**config.mk**
```make
export PLATFORM = sky130hd
export DESIGN_NAME = stream_find_replace_core
export DESIGN_NICKNAME = d
export VERILOG_FILES = /design/src/sv/sfr_pkg.sv /design/src/sv/sfr_ctrl.sv /design/src/sv/sfr_dpath.sv /design/src/sv/stream_find_replace_core.sv
export SDC_FILE = /design/constraint.sdc
export NUM_CORES = 1
export LEC_CHECK = 0
export BUFFER_PORTS_ARGS = -buffer_cell sky130_fd_sc_hd__buf_2
export CORE_UTILIZATION = 45
export CTS_BUF_LIST = sky130_fd_sc_hd__clkbuf_16
export CTS_CLUSTER_DIAMETER = 80
export DETAILED_ROUTE_END_ITERATION = 16
export HOLD_SLACK_MARGIN = 0.15
export PLACE_DENSITY = 0.72
export REMOVE_ABC_BUFFERS = 1
export SYNTH_ARGS = -nofsm -noshare
export SYNTH_HDL_FRONTEND = slang
export SYNTH_SLANG_ARGS = --single-unit
```
**constraint.sdc**
```tcl
create_clock -name clk -period 3.5 [get_ports clk]
set_clock_uncertainty 0.2 [all_clocks]
set_input_delay 0.35 -clock clk [delete_from_list [all_inputs] [get_ports clk]]
set_output_delay 0.35 -clock clk [all_outputs]
set_load 0.01 [all_outputs]
```
**src/sv/sfr_pkg.sv**
```systemverilog
package sfr_pkg;

  localparam int PATTERN_MAX_DEF = 8;
  localparam int REPLACE_MAX_DEF = 8;

  localparam int CFG_IDX_W  = 2;
  localparam int CFG_DATA_W = 64;
  localparam int LEN_W      = 4;

  localparam logic [CFG_IDX_W-1:0] CFG_PAT_BYTES = 2'd0;
  localparam logic [CFG_IDX_W-1:0] CFG_PAT_LEN   = 2'd1;
  localparam logic [CFG_IDX_W-1:0] CFG_REP_BYTES = 2'd2;
  localparam logic [CFG_IDX_W-1:0] CFG_REP_LEN   = 2'd3;

  // controller to datapath
  typedef struct packed {
    logic capture;
    logic append;
    logic rel_front;
    logic clear_held;
    logic repl_start;
    logic repl_emit;
    logic finish;
  } cmd_t;

  // datapath to controller
  typedef struct packed {
    logic cnt_zero;
    logic cnt_full;
    logic cnt_lt_plen;
    logic cnt_eq_plen;
    logic plen_zero;
    logic held_match;
    logic rlen_zero;
    logic repl_last;
    logic last;
    logic pend_valid;
    logic obuf_free;
  } sts_t;

endpackage

```
**src/sv/sfr_ctrl.sv**
```systemverilog
module sfr_ctrl (
  input  logic          clk,
  input  logic          rst_n,
  input  logic          in_valid,
  output logic          in_stall,
  input  sfr_pkg::sts_t sts,
  output sfr_pkg::cmd_t cmd
);

  localparam logic [2:0] ST_IDLE   = 3'd0;
  localparam logic [2:0] ST_APPEND = 3'd1;
  localparam logic [2:0] ST_SCAN   = 3'd2;
  localparam logic [2:0] ST_REPL   = 3'd3;
  localparam logic [2:0] ST_END    = 3'd4;

  logic [2:0] state_r;
  logic [2:0] state_nxt;
  logic       emit_ok;

  assign in_stall = (state_r != ST_IDLE);

  // a new result pushes the pending one into the output register
  assign emit_ok = !sts.pend_valid || sts.obuf_free;

  always_comb begin
    cmd       = '0;
    state_nxt = state_r;
    case (state_r)
      ST_IDLE: begin
        if (in_valid) begin
          cmd.capture = 1'b1;
          state_nxt   = ST_APPEND;
        end
      end
      ST_APPEND: begin
        if (sts.cnt_full) begin
          cmd.rel_front = emit_ok;
        end else begin
          cmd.append = 1'b1;
          state_nxt  = ST_SCAN;
        end
      end
      ST_SCAN: begin
        if (sts.cnt_zero) begin
          state_nxt = ST_END;
        end else if (!sts.plen_zero && sts.cnt_lt_plen) begin
          if (sts.held_match) begin
            state_nxt = ST_END;
          end else begin
            cmd.rel_front = emit_ok;
          end
        end else if (!sts.plen_zero && sts.cnt_eq_plen && sts.held_match) begin
          cmd.clear_held = 1'b1;
          if (!sts.rlen_zero) begin
            cmd.repl_start = 1'b1;
            state_nxt      = ST_REPL;
          end
        end else begin
          cmd.rel_front = emit_ok;
        end
      end
      ST_REPL: begin
        if (emit_ok) begin
          cmd.repl_emit = 1'b1;
          if (sts.repl_last) begin
            state_nxt = ST_SCAN;
          end
        end
      end
      ST_END: begin
        if (sts.last && !sts.cnt_zero) begin
          cmd.rel_front = emit_ok;
        end else if (sts.obuf_free || (!sts.pend_valid && !sts.last)) begin
          cmd.finish = 1'b1;
          state_nxt  = ST_IDLE;
        end
      end
      default: begin
        state_nxt = ST_IDLE;
      end
    endcase
  end

  always_ff @(posedge clk) begin
    if (!rst_n) begin
      state_r <= ST_IDLE;
    end else begin
      state_r <= state_nxt;
    end
  end

endmodule

```
**src/sv/sfr_dpath.sv**
```systemverilog
module sfr_dpath #(
  parameter int PATTERN_MAX = sfr_pkg::PATTERN_MAX_DEF,
  parameter int REPLACE_MAX = sfr_pkg::REPLACE_MAX_DEF
) (
  input  logic                           clk,
  input  logic                           rst_n,
  input  logic                           cfg_we,
  input  logic [sfr_pkg::CFG_IDX_W-1:0]  cfg_index,
  input  logic [sfr_pkg::CFG_DATA_W-1:0] cfg_data,
  input  logic [7:0]                     in_byte,
  input  logic                           in_string_end,
  input  logic                           out_stall,
  output logic                           out_valid,
  output logic [7:0]                     out_byte,
  output logic                           out_out_valid,
  output logic                           out_result_end,
  output logic                           out_run_last,
  input  sfr_pkg::cmd_t                  cmd,
  output sfr_pkg::sts_t                  sts
);

  localparam int CNT_W  = $clog2(PATTERN_MAX + 1);
  localparam int HIDX_W = (PATTERN_MAX > 1) ? $clog2(PATTERN_MAX) : 1;
  localparam int LEN_W  = sfr_pkg::LEN_W;

  logic [63:0]      pat_bytes_r;
  logic [LEN_W-1:0] pat_len_r;
  logic [63:0]      rep_bytes_r;
  logic [LEN_W-1:0] rep_len_r;

  logic [7:0]       held_r [PATTERN_MAX];
  logic [CNT_W-1:0] cnt_r;
  logic [7:0]       byte_r;
  logic             last_r;
  logic [2:0]       ridx_r;

  logic [7:0]       pend_byte_r;
  logic             pend_valid_r;

  logic             ovalid_r;
  logic [7:0]       obyte_r;
  logic             oov_r;
  logic             oend_r;
  logic             orun_r;

  logic [LEN_W-1:0] plen_eff;
  logic [LEN_W-1:0] rlen_eff;
  logic [LEN_W-1:0] cnt_ext;
  logic             held_match;
  logic             emit;
  logic [7:0]       emit_byte;
  logic [7:0]       rep_byte;
  logic             oload;
  logic [7:0]       oload_byte;
  logic             oload_ov;
  logic             oload_end;
  logic             oload_run;
  logic             obuf_free;

  // lengths above the build limits are clamped
  assign plen_eff = (pat_len_r > LEN_W'(PATTERN_MAX)) ? LEN_W'(PATTERN_MAX) : pat_len_r;
  assign rlen_eff = (rep_len_r > LEN_W'(REPLACE_MAX)) ? LEN_W'(REPLACE_MAX) : rep_len_r;
  assign cnt_ext  = LEN_W'(cnt_r);

  // held bytes are a prefix of the pattern
  always_comb begin
    held_match = 1'b1;
    for (int i = 0; i < PATTERN_MAX; i++) begin
      if ((LEN_W'(i) < cnt_ext) && (held_r[i] != pat_bytes_r[8*i +: 8])) begin
        held_match = 1'b0;
      end
    end
  end

  assign rep_byte  = rep_bytes_r[{ridx_r, 3'b000} +: 8];
  assign emit      = cmd.rel_front | cmd.repl_emit;
  assign emit_byte = cmd.rel_front ? held_r[0] : rep_byte;
  assign obuf_free = !ovalid_r || !out_stall;

  assign sts.cnt_zero    = (cnt_r == '0);
  assign sts.cnt_full    = (cnt_ext == LEN_W'(PATTERN_MAX));
  assign sts.cnt_lt_plen = (cnt_ext < plen_eff);
  assign sts.cnt_eq_plen = (cnt_ext == plen_eff);
  assign sts.plen_zero   = (plen_eff == '0);
  assign sts.held_match  = held_match;
  assign sts.rlen_zero   = (rlen_eff == '0);
  assign sts.repl_last   = ((LEN_W'(ridx_r) + LEN_W'(1)) == rlen_eff);
  assign sts.last        = last_r;
  assign sts.pend_valid  = pend_valid_r;
  assign sts.obuf_free   = obuf_free;

  // output register load: displaced pending result, or the closing one of a request
  always_comb begin
    oload      = 1'b0;
    oload_byte = pend_byte_r;
    oload_ov   = 1'b1;
    oload_end  = 1'b0;
    oload_run  = 1'b0;
    if (emit && pend_valid_r) begin
      oload = 1'b1;
    end else if (cmd.finish) begin
      if (pend_valid_r) begin
        oload     = 1'b1;
        oload_end = last_r;
        oload_run = 1'b1;
      end else if (last_r) begin
        // nothing to emit on the final byte: end marker only
        oload      = 1'b1;
        oload_byte = 8'd0;
        oload_ov   = 1'b0;
        oload_end  = 1'b1;
        oload_run  = 1'b1;
      end
    end
  end

  always_ff @(posedge clk) begin
    if (!rst_n) begin
      pat_bytes_r <= '0;
      pat_len_r   <= LEN_W'(1);
      rep_bytes_r <= '0;
      rep_len_r   <= '0;
    end else if (cfg_we) begin
      case (cfg_index)
        sfr_pkg::CFG_PAT_BYTES: pat_bytes_r <= cfg_data[63:0];
        sfr_pkg::CFG_PAT_LEN:   pat_len_r   <= cfg_data[LEN_W-1:0];
        sfr_pkg::CFG_REP_BYTES: rep_bytes_r <= cfg_data[63:0];
        sfr_pkg::CFG_REP_LEN:   rep_len_r   <= cfg_data[LEN_W-1:0];
        default: begin
        end
      endcase
    end
  end

  always_ff @(posedge clk) begin
    if (cmd.rel_front) begin
      for (int k = 0; k < PATTERN_MAX - 1; k++) begin
        held_r[k] <= held_r[k+1];
      end
    end else if (cmd.append) begin
      held_r[cnt_r[HIDX_W-1:0]] <= byte_r;
    end
    if (cmd.capture) begin
      byte_r <= in_byte;
      last_r <= in_string_end;
    end
    if (cmd.repl_start) begin
      ridx_r <= 3'd0;
    end else if (cmd.repl_emit) begin
      ridx_r <= ridx_r + 3'd1;
    end
    if (emit) begin
      pend_byte_r <= emit_byte;
    end
    if (oload) begin
      obyte_r <= oload_byte;
      oov_r   <= oload_ov;
      oend_r  <= oload_end;
      orun_r  <= oload_run;
    end
  end

  always_ff @(posedge clk) begin
    if (!rst_n) begin
      cnt_r        <= '0;
      pend_valid_r <= 1'b0;
      ovalid_r     <= 1'b0;
    end else begin
      if (cmd.clear_held) begin
        cnt_r <= '0;
      end else if (cmd.rel_front) begin
        cnt_r <= cnt_r - CNT_W'(1);
      end else if (cmd.append) begin
        cnt_r <= cnt_r + CNT_W'(1);
      end
      if (emit) begin
        pend_valid_r <= 1'b1;
      end else if (cmd.finish) begin
        pend_valid_r <= 1'b0;
      end
      if (oload) begin
        ovalid_r <= 1'b1;
      end else if (!out_stall) begin
        ovalid_r <= 1'b0;
      end
    end
  end

  assign out_valid      = ovalid_r;
  assign out_byte       = obyte_r;
  assign out_out_valid  = oov_r;
  assign out_result_end = oend_r;
  assign out_run_last   = orun_r;

endmodule

```
**src/sv/stream_find_replace_core.sv**
```systemverilog
// Streaming find and replace, one source byte per request, one request at a time.
// Each request steps through IDLE, APPEND, SCAN and END; released bytes, replacement
//   bytes, matches and output stalls lengthen its stay. The closing result is presented
//   the cycle after END. A new request is taken only once the last is back in IDLE.
// Reset (rst_n, synchronous): no bytes held, pattern length 1, replacement length 0,
//   pattern and replacement bytes zero.
module stream_find_replace_core #(
  parameter int PATTERN_MAX = sfr_pkg::PATTERN_MAX_DEF,
  parameter int REPLACE_MAX = sfr_pkg::REPLACE_MAX_DEF
) (
  input  logic                           clk,
  input  logic                           rst_n,
  input  logic                           cfg_we,
  input  logic [sfr_pkg::CFG_IDX_W-1:0]  cfg_index,
  input  logic [sfr_pkg::CFG_DATA_W-1:0] cfg_data,
  input  logic                           in_valid,
  output logic                           in_stall,
  input  logic [7:0]                     in_byte,
  input  logic                           in_string_end,
  output logic                           out_valid,
  input  logic                           out_stall,
  output logic [7:0]                     out_byte,
  output logic                           out_out_valid,
  output logic                           out_result_end,
  output logic                           out_run_last
);

  sfr_pkg::cmd_t cmd;
  sfr_pkg::sts_t sts;

  sfr_ctrl u_ctrl (
    .clk      (clk),
    .rst_n    (rst_n),
    .in_valid (in_valid),
    .in_stall (in_stall),
    .sts      (sts),
    .cmd      (cmd)
  );

  sfr_dpath #(
    .PATTERN_MAX (PATTERN_MAX),
    .REPLACE_MAX (REPLACE_MAX)
  ) u_dpath (
    .clk            (clk),
    .rst_n          (rst_n),
    .cfg_we         (cfg_we),
    .cfg_index      (cfg_index),
    .cfg_data       (cfg_data),
    .in_byte        (in_byte),
    .in_string_end  (in_string_end),
    .out_stall      (out_stall),
    .out_valid      (out_valid),
    .out_byte       (out_byte),
    .out_out_valid  (out_out_valid),
    .out_result_end (out_result_end),
    .out_run_last   (out_run_last),
    .cmd            (cmd),
    .sts            (sts)
  );

endmodule
```
# Word-level counts from Yosys, hierarchy flattened
# Memory sizes are Yosys's and may differ from the RTL's.
# Index checks and enable logic that the tools add are counted.
# totals
ff_bits	176
n_memories	1
rom_bits	0
input_bits	80
mem_bits_rw	64
latch_bits	0
# op_classes
bitwise_logic	3
n_reduce_logical	40
shifts	1
order_cmp	11
add_sub_neg	4
div	0
n_eq_ne	28
multipliers	0
n_mux	67
# memory_table
memory	words	word_bits	read_ports	rd_clocked_by_memory_dff	write_ports	line_no	text
u_dpath.held_r	8	8	8	0	7	sfr_dpath.sv:31	logic [7:0] held_r [PATTERN_MAX];
# ops
operator	n
8-bit inequality test	8
64-bit by 7-bit variable part select with 8-bit output	1
8-bit 2-to-1 mux	6
1-bit 2-to-1 mux	39
3-bit 2-to-1 mux	13
3-bit by 4-bit less-than comparator with 1-bit output (first input constant)	4
4-bit 2-to-1 mux	4
3-bit case mux with 5 select lines	1
1-bit logical AND	14
4-bit zero test	3
9-bit AND reduction	1
4-bit == test	2
4-bit > comparator (second input constant)	2
1-bit by 4-bit less-than comparator with 1-bit output (first input constant)	2
2-bit by 4-bit less-than comparator with 1-bit output (first input constant)	2
2-bit inequality test (second input constant)	4
2-bit AND reduction	4
8-bit OR reduction	1
3-bit by 2-bit == test with 1-bit output (second input constant)	2
1-bit zero test	6
2-bit 2-to-1 mux	3
2-bit by 1-bit inequality test with 1-bit output (second input constant)	3
3-bit by 1-bit adder with 4-bit output (second input constant)	1
4-bit by 1-bit adder with 4-bit output (second input constant)	1
21 further kinds	27

# Depth between registers and ports, before layout
# Gate-level depths: netlist of run 1.
# depth
ltp_word	19
depth_mapped	13

# Hierarchy
# Synthesis of run 1 repeated with hierarchy kept, for this count alone.
# unflattened
hier_cells	1098
area_unflattened_um2	10633.9
# by_module_without_submodules
module	area_per_inst_um2	instances	cells_each
sfr_dpath	10297.4	1	1049
sfr_ctrl	336.6	1	49

# Worst setup path before layout of run 1
# Ideal clock, no wire load.
# synth_path
kind	register to register
startpoint	reg u_dpath.cnt_r[0], in the netlist u_dpath.cnt_ext[0]
endpoint	reg u_dpath.obyte_r[0], in the netlist u_dpath.out_byte[0], enable pin
path_slack_ns	0.323
setup_time_ns	0.292
t_arrival_ns	2.685
synth_period_minus_slack_ns	3.177
path_stages_with_launch	13
cell_sequence	dfxtp_1 > clkbuf_1 > inv_1 > ha_1 > or3b_1 > buf_2 > nand4b_2 > a21o_4 > nand2_2 > or4_4 > buf_6 > a21o_1 > a31o_1
# synth_between
elab_chain_cells	18
# synth_lines
item	line_no	text
start, declared	sfr_dpath.sv:32	logic [CNT_W-1:0] cnt_r;
start signal, assigned	sfr_dpath.sv:172	cnt_r <= cnt_r - CNT_W'(1);
start signal, assigned	sfr_dpath.sv:174	cnt_r <= cnt_r + CNT_W'(1);
1-bit by 4-bit less-than comparator with 1-bit output	sfr_dpath.sv:69	if ((LEN_W'(i) < cnt_ext) && (held_r[i] != pat_bytes_r[8*i +: 8])) begin
1-bit logical AND	sfr_dpath.sv:69	
1-bit 2-to-1 mux (8 in a row)	sfr_dpath.sv:69	
1-bit logical AND	sfr_ctrl.sv:52	end else if (!sts.plen_zero && sts.cnt_eq_plen && sts.held_match) begin
1-bit 2-to-1 mux	sfr_ctrl.sv:52	
1-bit 2-to-1 mux	sfr_ctrl.sv:46	end else if (!sts.plen_zero && sts.cnt_lt_plen) begin
3-bit 2-to-1 mux	sfr_ctrl.sv:44	if (sts.cnt_zero) begin
1-bit case mux with 3 select lines	sfr_ctrl.sv:28	case (state_r)
1-bit OR	sfr_dpath.sv:76	assign emit = cmd.rel_front | cmd.repl_emit;
1-bit logical AND	sfr_dpath.sv:99	if (emit && pend_valid_r) begin
1-bit 2-to-1 mux *	sfr_dpath.sv:99	
net u_dpath.oload	sfr_dpath.sv:53	logic oload;
end signal, assigned	sfr_dpath.sv:156	obyte_r <= oload_byte;
end, declared	sfr_dpath.sv:41	logic [7:0] obyte_r;
# The timed path passes the listed nets; every way through them passes the cells marked *.
# A chain may end at the register's enable or synchronous reset.

==> flow_metrics.env, run 1 <==
export IMPL_status="finished clean"
export IMPL_detail_route_antenna_nets=0
export IMPL_place_hpwl_um=19470
export IMPL_rows=56
export IMPL_gp_congestion=0.9093
export IMPL_min_from="in_valid"
export IMPL_port_buffers=92
export IMPL_overflow=0
export IMPL_setup_viol=0
export IMPL_ys_top_cells_by_area="dfxtp_1 27%, edfxtp_1 25%, nand2_1 10%"
export IMPL_rsz0062_at_grt="no"
export IMPL_ys_seq_area_frac=0.5220
export IMPL_final_area_um2=13530
export IMPL_antenna_found_initial=0
export IMPL_utilization=0.5712
export IMPL_viasPerCell=5.244
export IMPL_die_w_um=158.1
export IMPL_cts_clk_slew_worst_paths_ps=60
export IMPL_mappedNetlistArea_um2=10970
export IMPL_fin_setup_tns_ps=0
export IMPL_path_cells="inv_1 > ha_1 > or3b_1 > nand4b_2 > a21o_4 > nand2_2 > or4_4 > nand2_2 > o31ai_1"
export IMPL_critPathLaunchType="flop"
export IMPL_timing_slew_headroom=0.1414
export IMPL_area_growth_pct=23.33
export IMPL_synth_common_cells="298 x nand2_1, 148 x dfxtp_1, 130 x a21boi_0"
export IMPL_place_ws_ps=284.5
export IMPL_clockRootBuffer="clkbuf_16"
export IMPL_drc=0
export IMPL_synthMostInstantiatedCell="nand2_1"
export IMPL_drtPass1Iterations=5
export IMPL_synth_distinct_cells=68
export IMPL_r2r_start="u_dpath.cnt_ext[1]"
export IMPL_core_area_um2=23680
export IMPL_ys_warn_count=0
export IMPL_p_seq_frac=0.391
export IMPL_critPathMaxFanout=10
export IMPL_die_h_um=158.1
export IMPL_grt_max_degree=79
export IMPL_synth_ff_type="dfxtp_1"
export IMPL_p_per_area_nw_per_um2=681.4
export IMPL_cts_tree="done"
export IMPL_grt_total_usage=0.2289
export IMPL_vias=8527
export IMPL_nets=1375
export IMPL_syn_inst=1125
export IMPL_min_path_type="primary input to flop"
export IMPL_crit_required_ps=3490
export IMPL_grt_pass1_wl_um=44060
export IMPL_cts_buffers_inserted=26
export IMPL_cts_sinks=240
export IMPL_fin_crit_sh=0.9316
export IMPL_internal_power_mw=6.226
export IMPL_async_reset_ff_frac=0
export IMPL_h_tree_depth=1
export IMPL_cts_buffer_depth=3
export IMPL_io_pins=93
export IMPL_startpoint="u_dpath.cnt_ext[1]"
export IMPL_synth_edf_count=92
export IMPL_diodes=0
export IMPL_synth_top_cell_area_share=0.2701
export IMPL_slowest_stage="or4_4"
export IMPL_cp_common_cell="nand2_2"
export IMPL_yosysTopAreaCell="dfxtp_1"
export IMPL_die_area_um2=25000
export IMPL_ir_drop_mv=0.5018
export IMPL_ys_ff_latch=240
export IMPL_detail_route_iter0_violations=552
export IMPL_switchingPower_mw=2.991
export IMPL_cp_slowest_stage_delay_ps=550
export IMPL_worstMarginPinSlew_ps=1277
export IMPL_slew_violations=0
export IMPL_drv_cap=0
export IMPL_hold_violations=0
export IMPL_final_cells=1626
export IMPL_finalCriticalPeriod_ps=3261
export IMPL_rrSetupSlack_ps=240
export IMPL_drive_gt1_frac=0.1561
export IMPL_clock_latency_ps=520
export IMPL_syn_mean_instance_area_um2=9.749
export IMPL_setup_slack_ps=239.3
export IMPL_initial_core_util=0.4631
export IMPL_post_cts_buffers=0
export IMPL_wl_um=27860
export IMPL_worstPathBufferInverterCount=1
export IMPL_power_frac_clock=0.311
export IMPL_leakage_nw=4.982
export IMPL_path_class="flop to flop"
export IMPL_cp_arrival_ps=3250
export IMPL_grt_pass1_vias=8345
export IMPL_critPathCaptureType="flop"
export IMPL_critical_path_top_delay_family="simple AND/OR/NAND/NOR gates"
export IMPL_wl_per_cell_um=17.13
export IMPL_power_frac_comb=0.298
export IMPL_place_area_um2=11850
export IMPL_dp_cells=1501
export IMPL_max_freq_mhz=306.7
export IMPL_p_sw_frac=0.3245
flip-flops by register name, summed over array words and instances, names as in the netlist, 3 cells and up:
signal / count
u_dpath.pat_len_r: 4
u_dpath.pat_bytes_r: 64
u_dpath.byte_r: 8
u_ctrl.state_r: 3
u_dpath.rep_bytes_r: 64
u_dpath.held_r: 64
u_dpath.rep_len_r: 4
u_dpath.cnt_ext: 4
u_dpath.pend_byte_r: 8
u_dpath.out_byte: 8
u_dpath.ridx_r: 3
timing repair:
item | CTS | global route
hold endpoints to repair | 146 | 0
resized for setup | 0 | 0
hold buffers | 77 | 0
endpoints found under the setup margin | 0 | 0
cells by family (layout without fill, tap and decap cells):
logic type | Yosys count | in the layout | synth area share
flops | 240 | 240 | 0.5220
xor+xnor | 66 | 66 | 0.05270
simple gates | 444 | 444 | 0.1800
fa+ha+maj | 8 | 8 | 0.009127
compound gates | 235 | 235 | 0.1476
mux | 41 | 41 | 0.05567
buf+inv | 91 | 273 | 0.03285
worst register-to-register path: cells and delay by family, from the launching register on:
family,cells,cell delay (ps)
flip-flops,1,310
buffers and inverters,1,140
AO/OA/AOI/OAI,2,500
adder cells (fa/ha/maj),1,240
AND/OR/NAND/NOR,5,1540
worst paths after layout:
path                              to  cells past startpoint
max             u_dpath.held_r[6][1]                      9
min                u_ctrl.state_r[1]                      4
max reg2reg     u_dpath.held_r[6][1]                      9
min reg2reg  u_dpath.rep_bytes_r[19]                      2
placed cells by master, fill, tap and decap left out, drive strengths merged, types with 4 or more instances in the layout:
cell type    count
nand2          300
nor2            42
ha               8
or2              4
and2             4
dfxtp          148
nor4            11
nand3            9
a21boi         130
xor2            17
mux2i           25
nand4           14
dlygate4sd3     77
bufinv           4
nor3            23
or3              5
mux4            16
a21oi           48
xnor2           49
o21ai           28
nor2b           19
inv             34
o22ai            4
buf            123
clkbuf          29
clkinv           6
edfxtp          92
metrics by stage:
step                      power [mW]  hold WS, ps
after floorplan                5.372        211.9
after global placement         6.259        245.9
after detailed placement       6.309        254.9
after CTS                      9.238        166.1
after global routing           9.663        218.0
final                          9.217        188.5
final cells by class:
cell class	instances	area (um^2)
multi-input cells	794	4900
repair buffers	200	1504
flip-flops and latches	240	5725
well taps	319	399.1
inverters	25	93.84
clock inverters	19	178.9
fillers	2041	10160
clock buffers	29	725.7
power by group through the flow:
stage               registers, mW  logic (mW)  clock network, mW
global route                 3.64        3.00               3.02
finish                       3.61        2.74               2.86
CTS                          3.60        2.74               2.90
global placement             3.65        2.61                  0
floorplan                    3.68        1.69                  0
detailed placement           3.66        2.65                  0
per-layer routing:
metal | routed length, um | track usage | up-vias | share of wire
li1 | - | - | 4206 | -
met1 | 12780 | 0.3059 | 4080 | 0.46
met2 | 13330 | 0.3908 | 202 | 0.48
met3 | 1055 | 0.02491 | 39 | 0.038
met4 | 691 | 0.06502 | 0 | 0.025
met5 | 0 | 0 | - | 0
Note: power is estimated with default switching activity, not from simulation.
==> inputs of run 2 (changes only) <==
--- a/config.mk
+++ b/config.mk
@@ -6,6 +6,7 @@
 export NUM_CORES = 1
 export LEC_CHECK = 0
 export BUFFER_PORTS_ARGS = -buffer_cell sky130_fd_sc_hd__buf_2
+export CORE_MARGIN = 2
 export CORE_UTILIZATION = 45
 export CTS_BUF_LIST = sky130_fd_sc_hd__clkbuf_16
 export CTS_CLUSTER_DIAMETER = 80
==> run 2 against run 1 <==
Net effect: clock power decreased by 8.0%; worst hold slack worse by 15 ps; sequential power barely moved; combinational power rose by 1%; via count grew 2.1%; critical path type unchanged; largest power group unchanged.
==> flow_metrics.env, run 2 (same netlist as run 1, synthesis figures left out) <==
export IMPL_place_hpwl_um=20570
export IMPL_diodes=0
export IMPL_cts_sinks=240
export IMPL_antenna_found_initial=0
export IMPL_critPathLaunchType="flop"
export IMPL_area_growth_pct=22.58
export IMPL_detail_route_antenna_nets=0
export IMPL_p_sw_frac=0.3381
export IMPL_drtPass1Iterations=6
export IMPL_vias=8703
export IMPL_setup_slack_ps=260.5
export IMPL_leakage_nw=4.940
export IMPL_min_path_type="primary input to flop"
export IMPL_place_ws_ps=298.8
export IMPL_place_area_um2=11870
export IMPL_rows=57
export IMPL_power_frac_comb=0.308
export IMPL_timing_slew_headroom=0.1661
export IMPL_initial_core_util=0.4550
export IMPL_setup_viol=0
export IMPL_grt_total_usage=0.2226
export IMPL_ir_drop_mv=0.4286
export IMPL_timing_hold_ws_ps=173.9
export IMPL_drc=0
export IMPL_cts_repair_resized=0
export IMPL_die_area_um2=25640
export IMPL_critPathCaptureType="flop"
export IMPL_die_h_um=160.1
export IMPL_io_pins=93
export IMPL_p_per_area_nw_per_um2=671.9
export IMPL_cts_clk_slew_worst_paths_ps=70
export IMPL_nets=1379
export IMPL_startpoint="u_dpath.cnt_ext[1]"
export IMPL_die_w_um=160.1
export IMPL_crit_required_ps=3470
export IMPL_viasPerCell=5.323
export IMPL_cts_tree="done"
export IMPL_fillers=2121
export IMPL_detail_route_iter0_violations=625
export IMPL_grt_pass1_vias=8657
export IMPL_regArea_um2=5725
export IMPL_max_freq_mhz=308.7
export IMPL_wl_um=28810
export IMPL_min_from="in_valid"
export IMPL_clockRootBuffer="clkbuf_16"
export IMPL_status="finished clean"
export IMPL_holdBufCountCts=75
export IMPL_final_area_um2=13440
export IMPL_power_frac_clock=0.291
export IMPL_post_cts_buffers=0
export IMPL_core_area_um2=24110
export IMPL_switchingPower_mw=3.054
export IMPL_drv_cap=0
export IMPL_finalCriticalPeriod_ps=3239
export IMPL_internal_power_mw=5.979
export IMPL_wl_per_cell_um=17.62
export IMPL_cts_buffer_depth=3
export IMPL_p_seq_frac=0.401
export IMPL_hold_violations=0
export IMPL_grt_max_degree=65
export IMPL_clock_latency_ps=530
export IMPL_grt_pass1_wl_um=45360
export IMPL_fin_crit_sh=0.9256
export IMPL_worstMarginPinSlew_ps=1240
export IMPL_cts_buffers_inserted=26
export IMPL_path_class="flop to flop"
export IMPL_fin_setup_tns_ps=0
export IMPL_gp_congestion=0.9133
export IMPL_overflow=0
export IMPL_rsz0062_at_grt="no"
export IMPL_layout_common_cells="298 x nand2_1, 148 x dfxtp_1, 130 x a21boi_0, 92 x edfxtp_1, 91 x buf_2"
export IMPL_r2r_start="u_dpath.cnt_ext[1]"
export IMPL_multi_input_area_um2=4900
export IMPL_p_total_mw=9.033
export IMPL_cp_arrival_ps=3210
export IMPL_h_tree_depth=1
export IMPL_drive_gt1_frac=0.1594
export IMPL_port_buffers=92
export IMPL_critPathMaxFanout=10
export IMPL_reg_largest_list="u_dpath.held_r x64, u_dpath.pat_bytes_r x64, u_dpath.rep_bytes_r x64"
export IMPL_slew_violations=0
export IMPL_final_common_cell="nand2_1"
-- run 2: path summary, 6_finish.rpt --
check / to / slack [ps] / depth (start not counted)
worst max register to register: u_dpath.held_r[5][7] / 260 / 9
worst min register to register: u_dpath.rep_bytes_r[39] / 260 / 2
worst max-delay path: u_dpath.held_r[5][7] / 260 / 9
worst min-delay path: u_ctrl.state_r[1] / 170 / 4
-- run 2: routing by layer --
metal  routed length, um  GRT usage
met1               12280     0.2857
met2               13980     0.3859
met3                1635    0.03325
met4                 912    0.07494
met5                   0          0
-- run 2: area by class of cell --
cell class,count,share of cell area
flip-flops and latches,240,0.4259
multi-input cells,794,0.3644
repair buffers,204,0.1109
clock buffers,28,0.05212
well taps,324,0.03015
clock inverters,20,0.009493
inverters,25,0.006980
-- run 2: through the flow --
step	std cells	util
2_1_floorplan	1059	-
3_3_place_gp	1512	0.4922
3_5_place_dp	1512	0.4922
4_1_cts	1635	0.5577
5_1_grt	1635	0.5577
6_report	1635	0.5577
-- run 2: critical path: stages, from the launching register on --
cell and delay (ps):
dfxtp_1 320, inv_1 130, ha_1 240, or3b_1 490, nand4b_2 150, a21o_4 160, nand2_2 80, or4_4 550
nand2_2 230, o21ai_1 340
-- run 2: power by group through the flow --
| stage | sequential, mW | clock (mW) | combinational [mW] |
|---|---|---|---|
| 2_1_floorplan | 3.68 | 0 | 1.69 |
| 3_3_place_gp | 3.67 | 0 | 2.66 |
| 3_5_place_dp | 3.67 | 0 | 2.67 |
| 4_1_cts | 3.61 | 2.66 | 2.75 |
| 5_1_grt | 3.65 | 2.78 | 3.05 |
| 6_report | 3.62 | 2.63 | 2.78 |
==> inputs of run 3 (changes only) <==
--- a/config.mk
+++ b/config.mk
@@ -6,13 +6,15 @@
 export NUM_CORES = 1
 export LEC_CHECK = 0
 export BUFFER_PORTS_ARGS = -buffer_cell sky130_fd_sc_hd__buf_2
+export CELL_PAD_IN_SITES_DETAIL_PLACEMENT = 1
+export CELL_PAD_IN_SITES_GLOBAL_PLACEMENT = 1
 export CORE_MARGIN = 2
 export CORE_UTILIZATION = 45
 export CTS_BUF_LIST = sky130_fd_sc_hd__clkbuf_16
 export CTS_CLUSTER_DIAMETER = 80
 export DETAILED_ROUTE_END_ITERATION = 16
 export HOLD_SLACK_MARGIN = 0.15
-export PLACE_DENSITY = 0.72
+export PLACE_DENSITY = 0.86
 export REMOVE_ABC_BUFFERS = 1
 export SYNTH_ARGS = -nofsm -noshare
 export SYNTH_HDL_FRONTEND = slang
==> run 3 against run 2 <==
Net effect: critical path depth is 1 lower; die area unchanged; register-to-register slack got worse by 120 ps; clock power down 2%; non-clock buffer count down 5; sequential power hardly changed; cell count is 0.31% lower; power grew 1.0%; worst hold slack improved by 3.1 ps; clock-buffer cell count is the same; routed wire length is 21% higher.
==> flow_metrics.env, run 3 (same netlist as run 1, synthesis figures left out) <==
export IMPL_cts_tree="done"
export IMPL_crit_required_ps=3480
export IMPL_r2r_cells=8
export IMPL_timing_hold_ws_ps=177.0
export IMPL_min_path_cells=4
export IMPL_cp_arrival_ps=3340
export IMPL_overflow=0
export IMPL_gp_congestion=0.8935
export IMPL_r2r_end="u_dpath.held_r[5][7]"
export IMPL_final_common_cell="nand2_1"
export IMPL_h_tree_depth=1
export IMPL_port_buffers=92
export IMPL_grt_total_usage=0.2716
export IMPL_r2r_start="u_dpath.cnt_ext[1]"
export IMPL_status="finished clean"
export IMPL_fillers=2691
export IMPL_grt_pass1_vias=9740
export IMPL_cts_sinks=240
export IMPL_min_delay_worst_endpoint="u_ctrl.state_r[1]"
export IMPL_core_area_um2=24110
export IMPL_drv_cap=0
export IMPL_critPathMaxFanout=10
export IMPL_finalCriticalPeriod_ps=3357
export IMPL_switchingPower_mw=3.236
export IMPL_slowest_stage="or4_4"
export IMPL_power_frac_clock=0.284
export IMPL_clockRootBuffer="clkbuf_16"
export IMPL_die_area_um2=25640
export IMPL_diodes=0
export IMPL_timing_slew_headroom=0.3569
export IMPL_cp_slowest_stage_delay_ps=640
export IMPL_leakage_nw=4.910
export IMPL_fin_crit_sh=0.9592
export IMPL_critPathLaunchType="flop"
export IMPL_power_frac_comb=0.320
export IMPL_setup_viol=0
export IMPL_rows=57
export IMPL_path_class="flop to flop"
export IMPL_min_path_type="primary input to flop"
export IMPL_viasPerCell=5.544
export IMPL_utilization=0.5561
export IMPL_hold_violations=0
export IMPL_cts_clk_slew_worst_paths_ps=60
export IMPL_p_per_area_nw_per_um2=680.6
export IMPL_wl_per_cell_um=21.34
export IMPL_post_cts_buffers=0
export IMPL_worstMarginPinSlew_ps=961.2
export IMPL_critPathCaptureType="flop"
export IMPL_holdBufCountCts=78
export IMPL_reg_largest_list="u_dpath.held_r x64, u_dpath.pat_bytes_r x64, u_dpath.rep_bytes_r x64"
export IMPL_grt_max_degree=90
export IMPL_die_w_um=160.1
export IMPL_min_from="in_valid"
export IMPL_slew_violations=0
export IMPL_detail_route_iter0_violations=561
export IMPL_cts_buffers_inserted=26
export IMPL_detail_route_antenna_nets=0
export IMPL_layout_common_cells="298 x nand2_1, 148 x dfxtp_1, 130 x a21boi_0, 92 x edfxtp_1, 91 x buf_2"
export IMPL_regArea_um2=5725
export IMPL_io_pins=93
export IMPL_nets=1374
export IMPL_multi_input_area_um2=4907
export IMPL_place_hpwl_um=23020
export IMPL_drc=0
export IMPL_cts_repair_resized=0
export IMPL_p_seq_frac=0.396
export IMPL_wl_um=34780
export IMPL_path_cells="inv_1 > ha_1 > or3b_1 > o21ai_2 > nand4_4 > or4_4 > nand2_2 > o21ai_1"
export IMPL_rrSetupSlack_ps=140
export IMPL_area_growth_pct=22.22
export IMPL_setup_slack_ps=142.7
export IMPL_drive_gt1_frac=0.1554
export IMPL_drtPass1Iterations=4
export IMPL_fin_setup_tns_ps=0
export IMPL_ir_drop_mv=0.3788
export IMPL_antenna_found_initial=0
export IMPL_cts_buffer_depth=3
export IMPL_p_sw_frac=0.3547
export IMPL_rsz0062_at_grt="no"
export IMPL_internal_power_mw=5.887
export IMPL_grt_pass1_wl_um=54470
export IMPL_vias=9036
export IMPL_max_freq_mhz=297.9
export IMPL_die_h_um=160.1
export IMPL_clock_latency_ps=530
export IMPL_place_ws_ps=185.1
export IMPL_initial_core_util=0.4550
==> run 3: changes by cell type in the layout (fill, tap and decap cells not counted), sizes merged <==
cell	before	now
bufinv	1	0
buf	129	121
clkinv	8	13
inv	33	29
dlygate4sd3	75	78
==> run 3: critical path: cells and delay by family, from the launching register on <==
kind	cells	cell delay, ps
flops	1	320
simple gates	4	1580
buf+inv	1	140
fa+ha+maj	1	260
compound gates	2	490
==> run 3: final cells by class <==
class | count | share of cell area
clock buffer | 28 | 0.05227
inverter | 25 | 0.007000
clock inverter | 20 | 0.007374
timing repair buffer | 199 | 0.1099
sequential | 240 | 0.4271
tap | 324 | 0.03024
multi-input combinational | 794 | 0.3661
==> run 3: per-layer routing <==
layer | global-route usage | wire [um]
met5 | 0 | 0
met4 | 0.05283 | 643
met3 | 0.03169 | 1220
met2 | 0.5175 | 18580
met1 | 0.3303 | 14340
==> run 3: worst max path at each step <==
| stage | end | slack, ps | startpoint | cells past startpoint |
|---|---|---|---|---|
| after detailed placement | u_dpath.held_r[6][2] | 190 | u_dpath.cnt_ext[1] | 8 |
| final | u_dpath.held_r[5][7] | 140 | u_dpath.cnt_ext[1] | 8 |
| after global routing | u_dpath.held_r[5][7] | 20 | u_dpath.cnt_ext[1] | 8 |
| after floorplan | u_dpath.pat_bytes_r[0] | -840 | cfg_index[1] | 3 |
| after global placement | u_dpath.held_r[5][2] | 390 | u_dpath.cnt_ext[1] | 9 |
| after CTS | u_dpath.held_r[6][3] | 140 | u_dpath.cnt_ext[1] | 8 |
==> run 3: power groups by stage <==
| stage | Sequential (mW) | Combinational, mW | Clock (mW) |
|---|---|---|---|
| 6_report | 3.61 | 2.92 | 2.59 |
| 5_1_grt | 3.63 | 3.15 | 2.72 |
| 4_1_cts | 3.60 | 2.88 | 2.60 |
| 3_5_place_dp | 3.66 | 2.79 | 0 |
| 3_3_place_gp | 3.63 | 2.64 | 0 |
| 2_1_floorplan | 3.68 | 1.69 | 0 |
==> run 3: per-stage QoR <==
step / power, mW / instances / area, um^2
2_1_floorplan: 5.372 / 1059 / 10700
3_3_place_gp: 6.268 / 1504 / 11820
3_5_place_dp: 6.443 / 1504 / 11820
4_1_cts: 9.088 / 1630 / 13400
5_1_grt: 9.503 / 1630 / 13410
6_report: 9.123 / 1630 / 13410
